<file path="src/rtl/gocc_isqrt.sv">
// Iterative integer square root, one root bit per cycle.
// Standalone; no package dependencies.
`timescale 1ns / 1ps
module gocc_isqrt (
  input  logic        clk,
  input  logic        rst,
  input  logic        go,
  input  logic [32:0] radicand,
  output logic        done,
  output logic [16:0] root
);
  logic [33:0] rem;
  logic [33:0] bitv;
  logic [33:0] res;
  logic        active;
  logic [33:0] trial;

  assign trial = res + bitv;
  assign root = res[16:0];

  always_ff @(posedge clk) begin
    if (rst) begin
      active <= 1'b0;
      done <= 1'b0;
    end else begin
      done <= 1'b0;
      if (go) begin
        active <= 1'b1;
        rem <= {1'b0, radicand};
        res <= '0;
        bitv <= 34'h1 << 32;
      end else if (active) begin
        if (rem >= trial) begin
          rem <= rem - trial;
          res <= (res >> 1) + bitv;
        end else begin
          res <= res >> 1;
        end
        bitv <= bitv >> 2;
        if (bitv[0]) begin
          active <= 1'b0;
          done <= 1'b1;
        end
      end
    end
  end
endmodule

</file>
<file path="config.mk">
export PLATFORM = sky130hd
export DESIGN_NAME = gocc_isqrt
export DESIGN_NICKNAME = d
export VERILOG_FILES = /design/src/rtl/gocc_isqrt.sv
export SDC_FILE = /design/constraint.sdc
export NUM_CORES = 1
export LEC_CHECK = 0
export ABC_AREA = 0
export BUFFER_PORTS_ARGS = -buffer_cell sky130_fd_sc_hd__buf_2
export CAP_MARGIN = 20
export CORE_ASPECT_RATIO = 0.5
export CORE_MARGIN = 3
export CORE_UTILIZATION = 29
export CTS_CLUSTER_DIAMETER = 30
export DETAILED_ROUTE_END_ITERATION = 10
export MAX_ROUTING_LAYER = met4
export PLACE_DENSITY = 0.51
export SLEW_MARGIN = 0
export SYNTH_ARGS = -nofsm -noshare
export SYNTH_HDL_FRONTEND = slang
export SYNTH_SLANG_ARGS = --single-unit
</file>
<file path="constraint.sdc">
create_clock -name clk -period 5.8 [get_ports clk]
set_input_delay 0.29 -clock clk [delete_from_list [all_inputs] [get_ports clk]]
set_output_delay 0.29 -clock clk [all_outputs]
set_load 0.03 [all_outputs]
</file>
# Word-level counts from Yosys, hierarchy flattened
# Index checks and enable logic that the tools add are counted.
[classes]
n_addsub = 3
n_lt_le_gt_ge = 1
mux = 10
bitwise = 2
n_reduce_logical = 5
[op_table]
columns = ["op", "count"]
rows = [
  ["$mux 34", 4],
  ["$mux 33", 2],
  ["$add 33x33->34", 1],
  ["$add 34x33->34", 1],
  ["$ge 34x34->1", 1],
  ["$sub 34x34->34", 1],
  ["$mux 1", 4],
  ["$reduce_bool 2->1", 2],
  ["$reduce_and 3->1", 1],
  ["$reduce_or 3->1", 1],
  ["$not 1->1", 2],
  ["$reduce_and 2->1", 1],
]
[word_totals]
ff_bits = 87
inputBits = 36
output_inout_bits = 18
wordCells = 27

# Depth between registers and ports, before layout
# Gate-level depths: netlist of run 1.
[depth]
ltp_word = 5
mapped_depth = 20
depth_no_buf = 17

# Worst setup path before layout of run 1
# Ideal clock, no wire load.
[synth_timing]
kind = "register -> register"
start = "register res[10]"
end = "register rem[0] (enable)"
setup_time_ns = 0.437
arrival_ns = 5.544
required_ns = 5.363
path_slack_ns = -0.181
stages_incl_launch_ff = 19
n_path_buf = 3
period_less_slack_ns = 5.981
path_cell_list = "edfxtp_1 -> ha_1 -> a31o_2 -> a31oi_1 -> a21bo_2 -> a21o_1 -> a31oi_1 -> o21bai_1 -> xnor2_1 -> ha_1 -> buf_2 -> nand4_1 -> or4_1 -> nor4_2 -> o221ai_1 -> o311a_2 -> buf_6 -> buf_2 -> a21oi_1"
[synth_between]
elab_chain_len = 4
[synth_rtl]
columns = ["element", "line_no", "text"]
rows = [
  ["start: declaration", "14", "logic [33:0] res;"],
  ["start signal: assignment", "35", "res <= (res >> 1) + bitv;"],
  ["start signal: assignment", "37", "res <= res >> 1;"],
  ["$add 34x33->34", "18", "assign trial = res + bitv;"],
  ["$ge 34x34->1", "33", "if (rem >= trial) begin"],
  ["$reduce_bool 2->1 (no line)", "n/a", ""],
  ["$reduce_and 3->1 (no line)", "n/a", ""],
  ["end signal: assignment", "29", "rem <= {1'b0, radicand};"],
  ["end signal: assignment", "34", "rem <= rem - trial;"],
  ["end: declaration", "12", "logic [33:0] rem;"],
]
# No other way between the ends.
# A chain may end at the register's enable or synchronous reset.

# Worst setup path in the final report of run 1
[layout_timing]
start = "register res[4]"
end = "register res[7], data pin"
[layout_between]
elab_chain_len = 4
word_cells_on_any_way = 5
cone_classes = "add/sub: 2; order compare: 1; mux: 2"
[layout_rtl]
columns = ["element", "line_no", "text"]
rows = [
  ["$add 34x33->34", "18", ""],
  ["$ge 34x34->1", "33", ""],
  ["$mux 34 (*)", "33", ""],
  ["$mux 34 (*)", "32", "end else if (active) begin"],
]
# Mark *: on every way between the ends. The rest lies on a longest branch, timed or not. The select of a mux whose other input is x is not followed.

==> flow_summary.yaml, run 1 <==
outcome:
  status: "complete, no violations"
power:
  power_density_nw_per_um2: 295.3
  ir_drop_uv: 143.5
  leakagePower_nw: 3.324
drt:
  first_iter_violations: 558
  drt-pass1-iter-count: 5
  wl_per_cell_um: 17.22
  ant_nets: 0
  viasPerCell: 5.293
  drt_wl_total_mm: 22.13
  via_count: 6802
  drc: 0
clock_network:
  cts_resized: 0
  htree_levels: 3
  clock_latency_ns: 0.36
  clkTransAtPathRegs_ns: 0.07
  numClockSinks: 87
  root_buffer: "clkbuf_16"
  cts_buffers: 9
  clock_path_buffers: 2
  cts_hold_buf: 0
  post-cts-setup-buffers: 0
  cts_tree: "done"
critical_path:
  start_kind: "flip-flop"
  reg2reg_depth: 17
  worstPathRequired_ns: 5.91
  cp-end-kind: "flip-flop"
  rr_startpoint: "res[4]"
  criticalPathCategory: "flip-flop to flip-flop"
  arrival_ns: 5.45
  cp-endpoint: "res[7]"
  rrSetupSlack_ns: 0.46
  crit_start: "res[4]"
  r2r-end: "res[7]"
  crit_fanout: 18
timing:
  hold_viol: 0
  clock.fmax_mhz: 187.2
  slew_violations: 0
  rsz0062_at_grt: "no"
  relSlewSlack_pct: 54.71
  setup_tns_ns: 0
  period_share_pct: 92.11
  worst_hold_slack_ns: 0.09218
  worstMarginPinSlew_ns: 0.6793
  setup_viol: 0
  finalClockSkew_ns: 0.01218
  period_needed_ns: 5.342
logic_synthesis:
  synth_area_leaders: "edfxtp_1 (32%), ha_1 (11%), a21oi_1 (4.7%)"
  ys_ff_latch: 87
  syn-cell-area_um2: 7963
  syn-num-nets: 1010
  synth_edf_count: 85
  synth_top_area_cell: "edfxtp_1"
  syn_area_per_cell_um2: 8.818
  synth_warnings: 0
  synthCells: 903
  yosysTopAreaCellShare_pct: 32.06
  synth_cell_types: 71
  synth_ff_type: "edfxtp_1"
  seq_area_frac_synth_pct: 32.56
  async_flop_share_pct: 0
global_routing:
  grt_max_degree: 68
  overflow: 0
  gr-usage-all-layers_pct: 15.66
  grt_first_pass_wirelength_mm: 35.14
  antenna_found_initial: 0
  first_global_vias: 6410
layout:
  final_common_cell: "nand2_1"
  post_route_cells_drive_above_1_share_pct: 10.40
  num-nets-final: 1035
  final_cell_mix: "nand2_1 (94), edfxtp_1 (85), a21oi_1 (74)"
  multiInputGateArea_um2: 5020
  antennaDiodeCount: 0
  fillers: 2785
  seq_area_um2: 2592
  area_growth_pct: 10.01
floorplanning:
  ios: 54
  rows: 42
  die_area_um2: 29600
  coreArea_um2: 26700
  start_util_pct: 29.83
  die_height_um: 123.2
  die_x_um: 240.3
placed_design:
  port_buffers: 53
  dp_hpwl_mm: 16.92
  gp_congestion: 0.9177
flow_run:
  drv_cap: 0
hold_path:
  hold_path.class: "primary input to flip-flop"
==> report_power, final <==
group	total (mW)	switching, mW	internal (mW)
Sequential	0.854	0.0664	0.788
Combinational	1.16	0.696	0.464
Clock	0.572	0.275	0.297
Total	2.59	1.04	1.55
==> synth_stat cells, drive strengths merged, types with 8 or more instances <==
| library cell | n |
|---|---|
| o21ai | 74 |
| nor2b | 32 |
| ha | 70 |
| o21a | 11 |
| a31oi | 24 |
| nand2 | 94 |
| nand3 | 16 |
| clkbuf | 19 |
| nor2 | 60 |
| xnor2 | 35 |
| buf | 27 |
| or3 | 14 |
| o21bai | 12 |
| edfxtp | 85 |
| a21o | 15 |
| and2 | 11 |
| and3 | 11 |
| o31ai | 8 |
| mux2i | 13 |
| mux2 | 9 |
| inv | 25 |
| a21oi | 75 |
| xor2 | 31 |
| nor3 | 12 |
| a21boi | 8 |
| a211oi | 8 |
| nand2b | 13 |
| nand4 | 17 |
==> layout make-up <==
class	instances	share of cell area, %
clock buffers	10	2.614
clock inverters	6	0.5856
inverters	25	1.071
multi-input cells	745	57.31
flip-flops and latches	87	29.60
well taps	352	5.028
repair buffers	60	3.799
==> worst min-delay path by stage <==
stage	startpoint	endpoint	slack [ns]	cells past startpoint
floorplan	rst	done	0.37	1
global placement	active	done	0.47	1
detailed placement	rst	done	0.47	2
CTS	rst	done	0.08	2
global route	rst	done	0.08	2
finish	rst	done	0.09	2
==> logic make-up (layout without fill, tap and decap cells) <==
family,count (synthesis),after routing,share of synthesized area [%]
AO/OA/AOI/OAI,283,283,22.42
buffers and inverters,71,101,4.541
XOR/XNOR,66,66,7.260
multiplexers,22,22,2.907
AND/OR/NAND/NOR,303,303,19.06
flip-flops,87,87,32.56
adder cells (fa/ha/maj),71,71,11.25
==> worst max-delay path: stages (launching register included) <==
cell and delay (ns):
edfxtp_1 0.50, ha_1 0.45, a211oi_1 0.11, a211oi_1 0.49
a21bo_2 0.29, a21o_1 0.17, a31oi_1 0.14, o21ai_0 0.23
xnor2_1 0.19, ha_1 0.37, a21oi_1 0.20, o21ai_1 0.11
or3_1 0.37, a31oi_1 0.31, o311a_2 0.47, buf_4 0.33
nor2b_1 0.09, mux2_2 0.27
==> through the flow <==
step | std cells | instance area (µm²) | power (mW) | utilization [%] | worst slack, ns
final | 1285 | 8760 | 2.587 | 32.81 | 0.4578
after global routing | 1285 | 8760 | 2.771 | 32.81 | 0.1317
after CTS | 1284 | 8740 | 2.601 | 32.74 | 0.5320
after detailed placement | 1268 | 8459 | 2.015 | 31.69 | 0.5692
after global placement | 1268 | 8459 | 2.007 | 31.69 | 0.7229
after floorplan | 903 | 7966 | 1.748 | - | 0.5808
==> metal layers <==
layer | vias to the layer above | track usage [%] | wire length [µm]
met5 | - | - | 0
met4 | 0 | 3.523 | 285
met3 | 23 | 2.652 | 880
met2 | 140 | 23.46 | 9579
met1 | 3212 | 22.17 | 11380
li1 | 3427 | - | -
==> registers in the layout, summed over array words and instances (netlist names) <==
| register | cells |
|---|---|
| res | 34 |
| rem | 34 |
| active | 1 |
| bitv | 17 |
| done | 1 |
No activity file was read; power rests on OpenSTA's default activity.
==> run 2: changes to the inputs <==
Settings changed: CORE_UTILIZATION 29 to 35, PLACE_DENSITY 0.51 to 0.58.
==> flow_summary.yaml, run 2 (same netlist as run 1, synthesis figures left out) <==
timing:
  worst_hold_slack_ns: 0.1615
  finalClockSkew_ns: 0.008045
  slew_violations: 0
  period_needed_ns: 5.238
  rsz0062_at_grt: "no"
  setup_tns_ns: 0
  hold_viol: 0
  relSlewSlack_pct: 52.67
  setup_viol: 0
  clock.fmax_mhz: 190.9
  worstMarginPinSlew_ns: 0.7007
  period_share_pct: 90.31
power:
  swShare_pct: 38.90
  pwr-share-clk_pct: 24.2
  p_sw_mw: 1.038
  power.internal_mw: 1.631
  leakagePower_nw: 3.337
  power_density_nw_per_um2: 306.1
  seq_power_share_pct: 32.0
  p_comb_share_pct: 43.8
  ir_drop_uv: 162.6
layout:
  antennaDiodeCount: 0
  area_growth_pct: 9.522
  finish.utilization_pct: 39.62
  final_common_cell: "nand2_1"
  final_cell_mix: "nand2_1 (94), edfxtp_1 (85), a21oi_1 (74)"
  num-nets-final: 1034
  final_cells: 1232
  biggestRegsByFlops: "rem: 34 flops, res: 34 flops, bitv: 17 flops"
  post_route_cells_drive_above_1_share_pct: 10.19
critical_path:
  crit_fanout: 49
  criticalPathCategory: "flip-flop to flip-flop"
  worst_path_max_delay_cell: "edfxtp_1"
  worstPathRequired_ns: 5.91
  arrival_ns: 5.35
  cp-end-kind: "flip-flop"
  start_kind: "flip-flop"
  critPathMaxStageDelay_ns: 0.51
  path_cells: "ha_1, a211oi_1, a211oi_1, a21bo_2, a21o_1, a31oi_1, o21ai_0, xnor2_1, ha_1, a21oi_1, o21ai_1, or3_1, a31oi_1, o311a_2, buf_12, nor2b_1, mux2_2"
global_routing:
  antenna_found_initial: 0
  overflow: 0
  grt_max_degree: 73
  gr-usage-all-layers_pct: 18.53
  first_global_vias: 6417
  grt_first_pass_wirelength_mm: 35.19
drt:
  wl_met3_mm: 1.327
  topRoutingLayerUsed: "met4"
  via_count: 6906
  ant_nets: 0
  drc: 0
  wl_met1_mm: 11.29
  wl_met2_mm: 9.318
  first_iter_violations: 605
  drt-pass1-iter-count: 5
  viasPerCell: 5.606
  drt_wl_total_mm: 22.16
  wl_per_cell_um: 17.98
floorplanning:
  ios: 54
  die_area_um2: 24710
  coreArea_um2: 22010
  die_x_um: 219.3
  rows: 38
  start_util_pct: 36.17
  die_height_um: 112.7
clock_network:
  post-cts-setup-buffers: 0
  cts_hold_buf: 0
  numClockSinks: 87
  cts_resized: 0
  root_buffer: "clkbuf_16"
  clkTransAtPathRegs_ns: 0.07
  cts_tree: "done"
  cts_buffers: 9
  htree_levels: 3
  clock_path_buffers: 2
  clock_latency_ns: 0.35
placed_design:
  dp_hpwl_mm: 16.63
  dp_cells: 1216
  gp_congestion: 0.9094
  port_buffers: 53
outcome:
  status: "complete, no violations"
hold_path:
  hold_path.class: "primary input to flip-flop"
flow_run:
  drv_cap: 0
==> run 2: cell types whose count changed in the layout (fill, tap and decap cells not counted) <==
cell       delta
bufinv_16     +2
clkinv_4      -1
inv_6         -3
clkinv_1      +1
clkinv_2      +1
buf_4         -1
==> run 2: per-layer routing <==
layer	global-route usage [%]	up-vias
li1	-	3443
met1	27.26	3257
met2	26.41	188
met3	3.462	18
met4	3.752	0
met5	-	-
==> run 2: per-stage QoR <==
| step | setup slack (ns) | total power, mW | instance area, µm² |
|---|---|---|---|
| 2_1_floorplan | 0.5808 | 1.748 | 7966 |
| 3_3_place_gp | 0.8808 | 2.009 | 8407 |
| 3_5_place_dp | 0.6812 | 2.021 | 8407 |
| 4_1_cts | 0.6572 | 2.677 | 8721 |
| 5_1_grt | 0.2483 | 2.851 | 8721 |
| 6_report | 0.5617 | 2.670 | 8721 |
==> run 2: path summary, 6_finish.rpt <==
path,from,endpoint,slack (ns),cells past startpoint
max reg2reg,res[4],res[7],0.56,17
min reg2reg,active,done,0.53,1
max,res[4],res[7],0.56,17
min,rst,done,0.16,2
==> run 2: power groups by stage <==
stage / Combinational (mW) / Sequential (mW) / Clock (mW)
2_1_floorplan: 0.911 / 0.838 / 0
3_3_place_gp: 1.14 / 0.865 / 0
3_5_place_dp: 1.16 / 0.866 / 0
4_1_cts: 1.16 / 0.853 / 0.662
5_1_grt: 1.31 / 0.863 / 0.681
6_report: 1.17 / 0.855 / 0.647
==> run 2: cell type report <==
cell class | instances | area [µm²]
sequential | 87 | 2592
timing repair buffer | 59 | 325.3
multi-input combinational | 745 | 5020
tap | 300 | 375.4
inverter | 25 | 93.84
fill | 2245 | 13290
clock inverter | 6 | 85.08
clock buffer | 10 | 229.0
==> run 2: critical path: cells and delay by family (launching register included) <==
family	cells	cell delay (ns)
AO/OA/AOI/OAI	10	2.40
buffers and inverters	1	0.24
multiplexers	1	0.28
adder cells (fa/ha/maj)	2	0.82
AND/OR/NAND/NOR	2	0.47
flip-flops	1	0.51
XOR/XNOR	1	0.22
==> run 3: changes to the inputs <==
Settings changed: RECOVER_POWER from default to 50, SKIP_CTS_REPAIR_TIMING from default to 1.
==> flow_summary.yaml, run 3 (same netlist as run 1, synthesis figures left out) <==
outcome:
  status: "finished with violations"
  violations: "max-capacitance violations, max-slew violations"
clock_network:
  numClockSinks: 87
  htree_levels: 3
  clock_path_buffers: 2
  cts_tree: "done"
  root_buffer: "clkbuf_16"
  clock_latency_ns: 0.35
  clkTransAtPathRegs_ns: 0.07
  cts_buffers: 9
layout:
  antennaDiodeCount: 0
  area_growth_pct: 9.114
  final_common_cell: "nand2_1"
  num-nets-final: 1034
  biggestRegsByFlops: "rem: 34 flops, res: 34 flops, bitv: 17 flops"
  finish.utilization_pct: 39.47
  final_cells: 1232
  final_cell_mix: "nand2_1 (94), edfxtp_1 (85), a21oi_1 (74)"
  post_route_cells_drive_above_1_share_pct: 7.940
timing:
  relSlewSlack_pct: -93.17
  worstMarginPinSlew_ns: 2.898
  finalClockSkew_ns: 0.008410
  worst_slack_ns: 0.5055
  hold_viol: 0
  clock.fmax_mhz: 188.9
  setup_viol: 0
  rsz0062_at_grt: "no"
  setup_tns_ns: 0
  period_needed_ns: 5.295
  slew_violations: 126
  period_share_pct: 91.28
floorplanning:
  start_util_pct: 36.17
  ios: 54
  die_height_um: 112.7
  coreArea_um2: 22010
  die_area_um2: 24710
  die_x_um: 219.3
  rows: 38
placed_design:
  port_buffers: 53
  dp_cells: 1216
  gp_congestion: 0.9094
  dp_slack_ns: 0.6812
  dp_hpwl_mm: 16.63
power:
  seq_power_share_pct: 32.1
  swShare_pct: 38.86
  p_sw_mw: 1.037
  leakagePower_nw: 3.276
  power.internal_mw: 1.631
  ir_drop_uv: 163.8
  pwr-share-clk_pct: 24.2
  power_density_nw_per_um2: 307.0
  p_comb_share_pct: 43.7
global_routing:
  gr-usage-all-layers_pct: 18.53
  first_global_vias: 6417
  antenna_found_initial: 0
  grt_max_degree: 73
  overflow: 0
  grt_first_pass_wirelength_mm: 35.19
drt:
  viasPerCell: 5.592
  wl_per_cell_um: 17.96
  via_count: 6889
  first_iter_violations: 584
  ant_nets: 0
  drt_wl_total_mm: 22.12
  drc: 0
  drt-pass1-iter-count: 5
critical_path:
  start_kind: "flip-flop"
  crit_fanout: 49
  worstPathRequired_ns: 5.80
  criticalPathCategory: "flip-flop to flip-flop"
  arrival_ns: 5.30
  cp-end-kind: "flip-flop"
hold_path:
  hold_path.class: "primary input to flip-flop"
flow_run:
  drv_cap: 2
[run 3: power groups by stage]
| stage | clock network [mW] | registers [mW] | logic, mW |
|---|---|---|---|
| finish | 0.646 | 0.856 | 1.17 |
| global route | 0.681 | 0.865 | 1.30 |
| CTS | 0.662 | 0.853 | 1.16 |
| detailed placement | 0 | 0.866 | 1.16 |
| global placement | 0 | 0.865 | 1.14 |
| floorplan | 0 | 0.838 | 0.911 |
[run 3: cell type report]
| type | instances | area (µm²) |
|---|---|---|
| tap | 300 | 375.4 |
| sequential | 87 | 2592 |
| timing repair buffer | 59 | 292.8 |
| inverter | 25 | 93.84 |
| clock buffer | 10 | 229.0 |
| fill | 2247 | 13330 |
| clock inverter | 6 | 85.08 |
| multi-input combinational | 745 | 5020 |
[run 3: critical path: stages, from the launching register on]
cell	delay (ns)
edfxtp_1	0.51
ha_1	0.44
a211oi_1	0.10
a211oi_1	0.46
a21bo_2	0.27
a21o_1	0.17
a31oi_1	0.15
o21ai_0	0.28
xnor2_1	0.22
ha_1	0.38
a21oi_1	0.20
o21ai_1	0.12
or3_1	0.38
a31oi_1	0.35
o311a_2	0.32
buf_12	0.24
mux2i_1	0.23
nor2_1	0.06
[run 3: metrics by stage]
stage	area (µm²)	hold slack (ns)	total power, mW
6_report	8688	0.1634	2.668
4_1_cts	8721	0.1524	2.677
2_1_floorplan	7966	0.3675	1.748
5_1_grt	8688	0.1578	2.851
3_5_place_dp	8407	0.5173	2.021
3_3_place_gp	8407	0.4954	2.009
[run 3: worst paths after layout]
path,from,to,slack (ns),depth (start not counted)
min,rst,done,0.16,2
min reg2reg,active,done,0.53,1
max reg2reg,res[4],res[1],0.51,17
max,res[4],res[1],0.51,17
[run 3: layer usage]
| metal | global-route usage (%) | up-vias | part of all wire (%) |
|---|---|---|---|
| li1 | - | 3439 | - |
| met1 | 27.26 | 3253 | 50 |
| met2 | 26.41 | 179 | 42 |
| met3 | 3.462 | 18 | 6.2 |
| met4 | 3.752 | 0 | 0.98 |
| met5 | - | - | 0 |
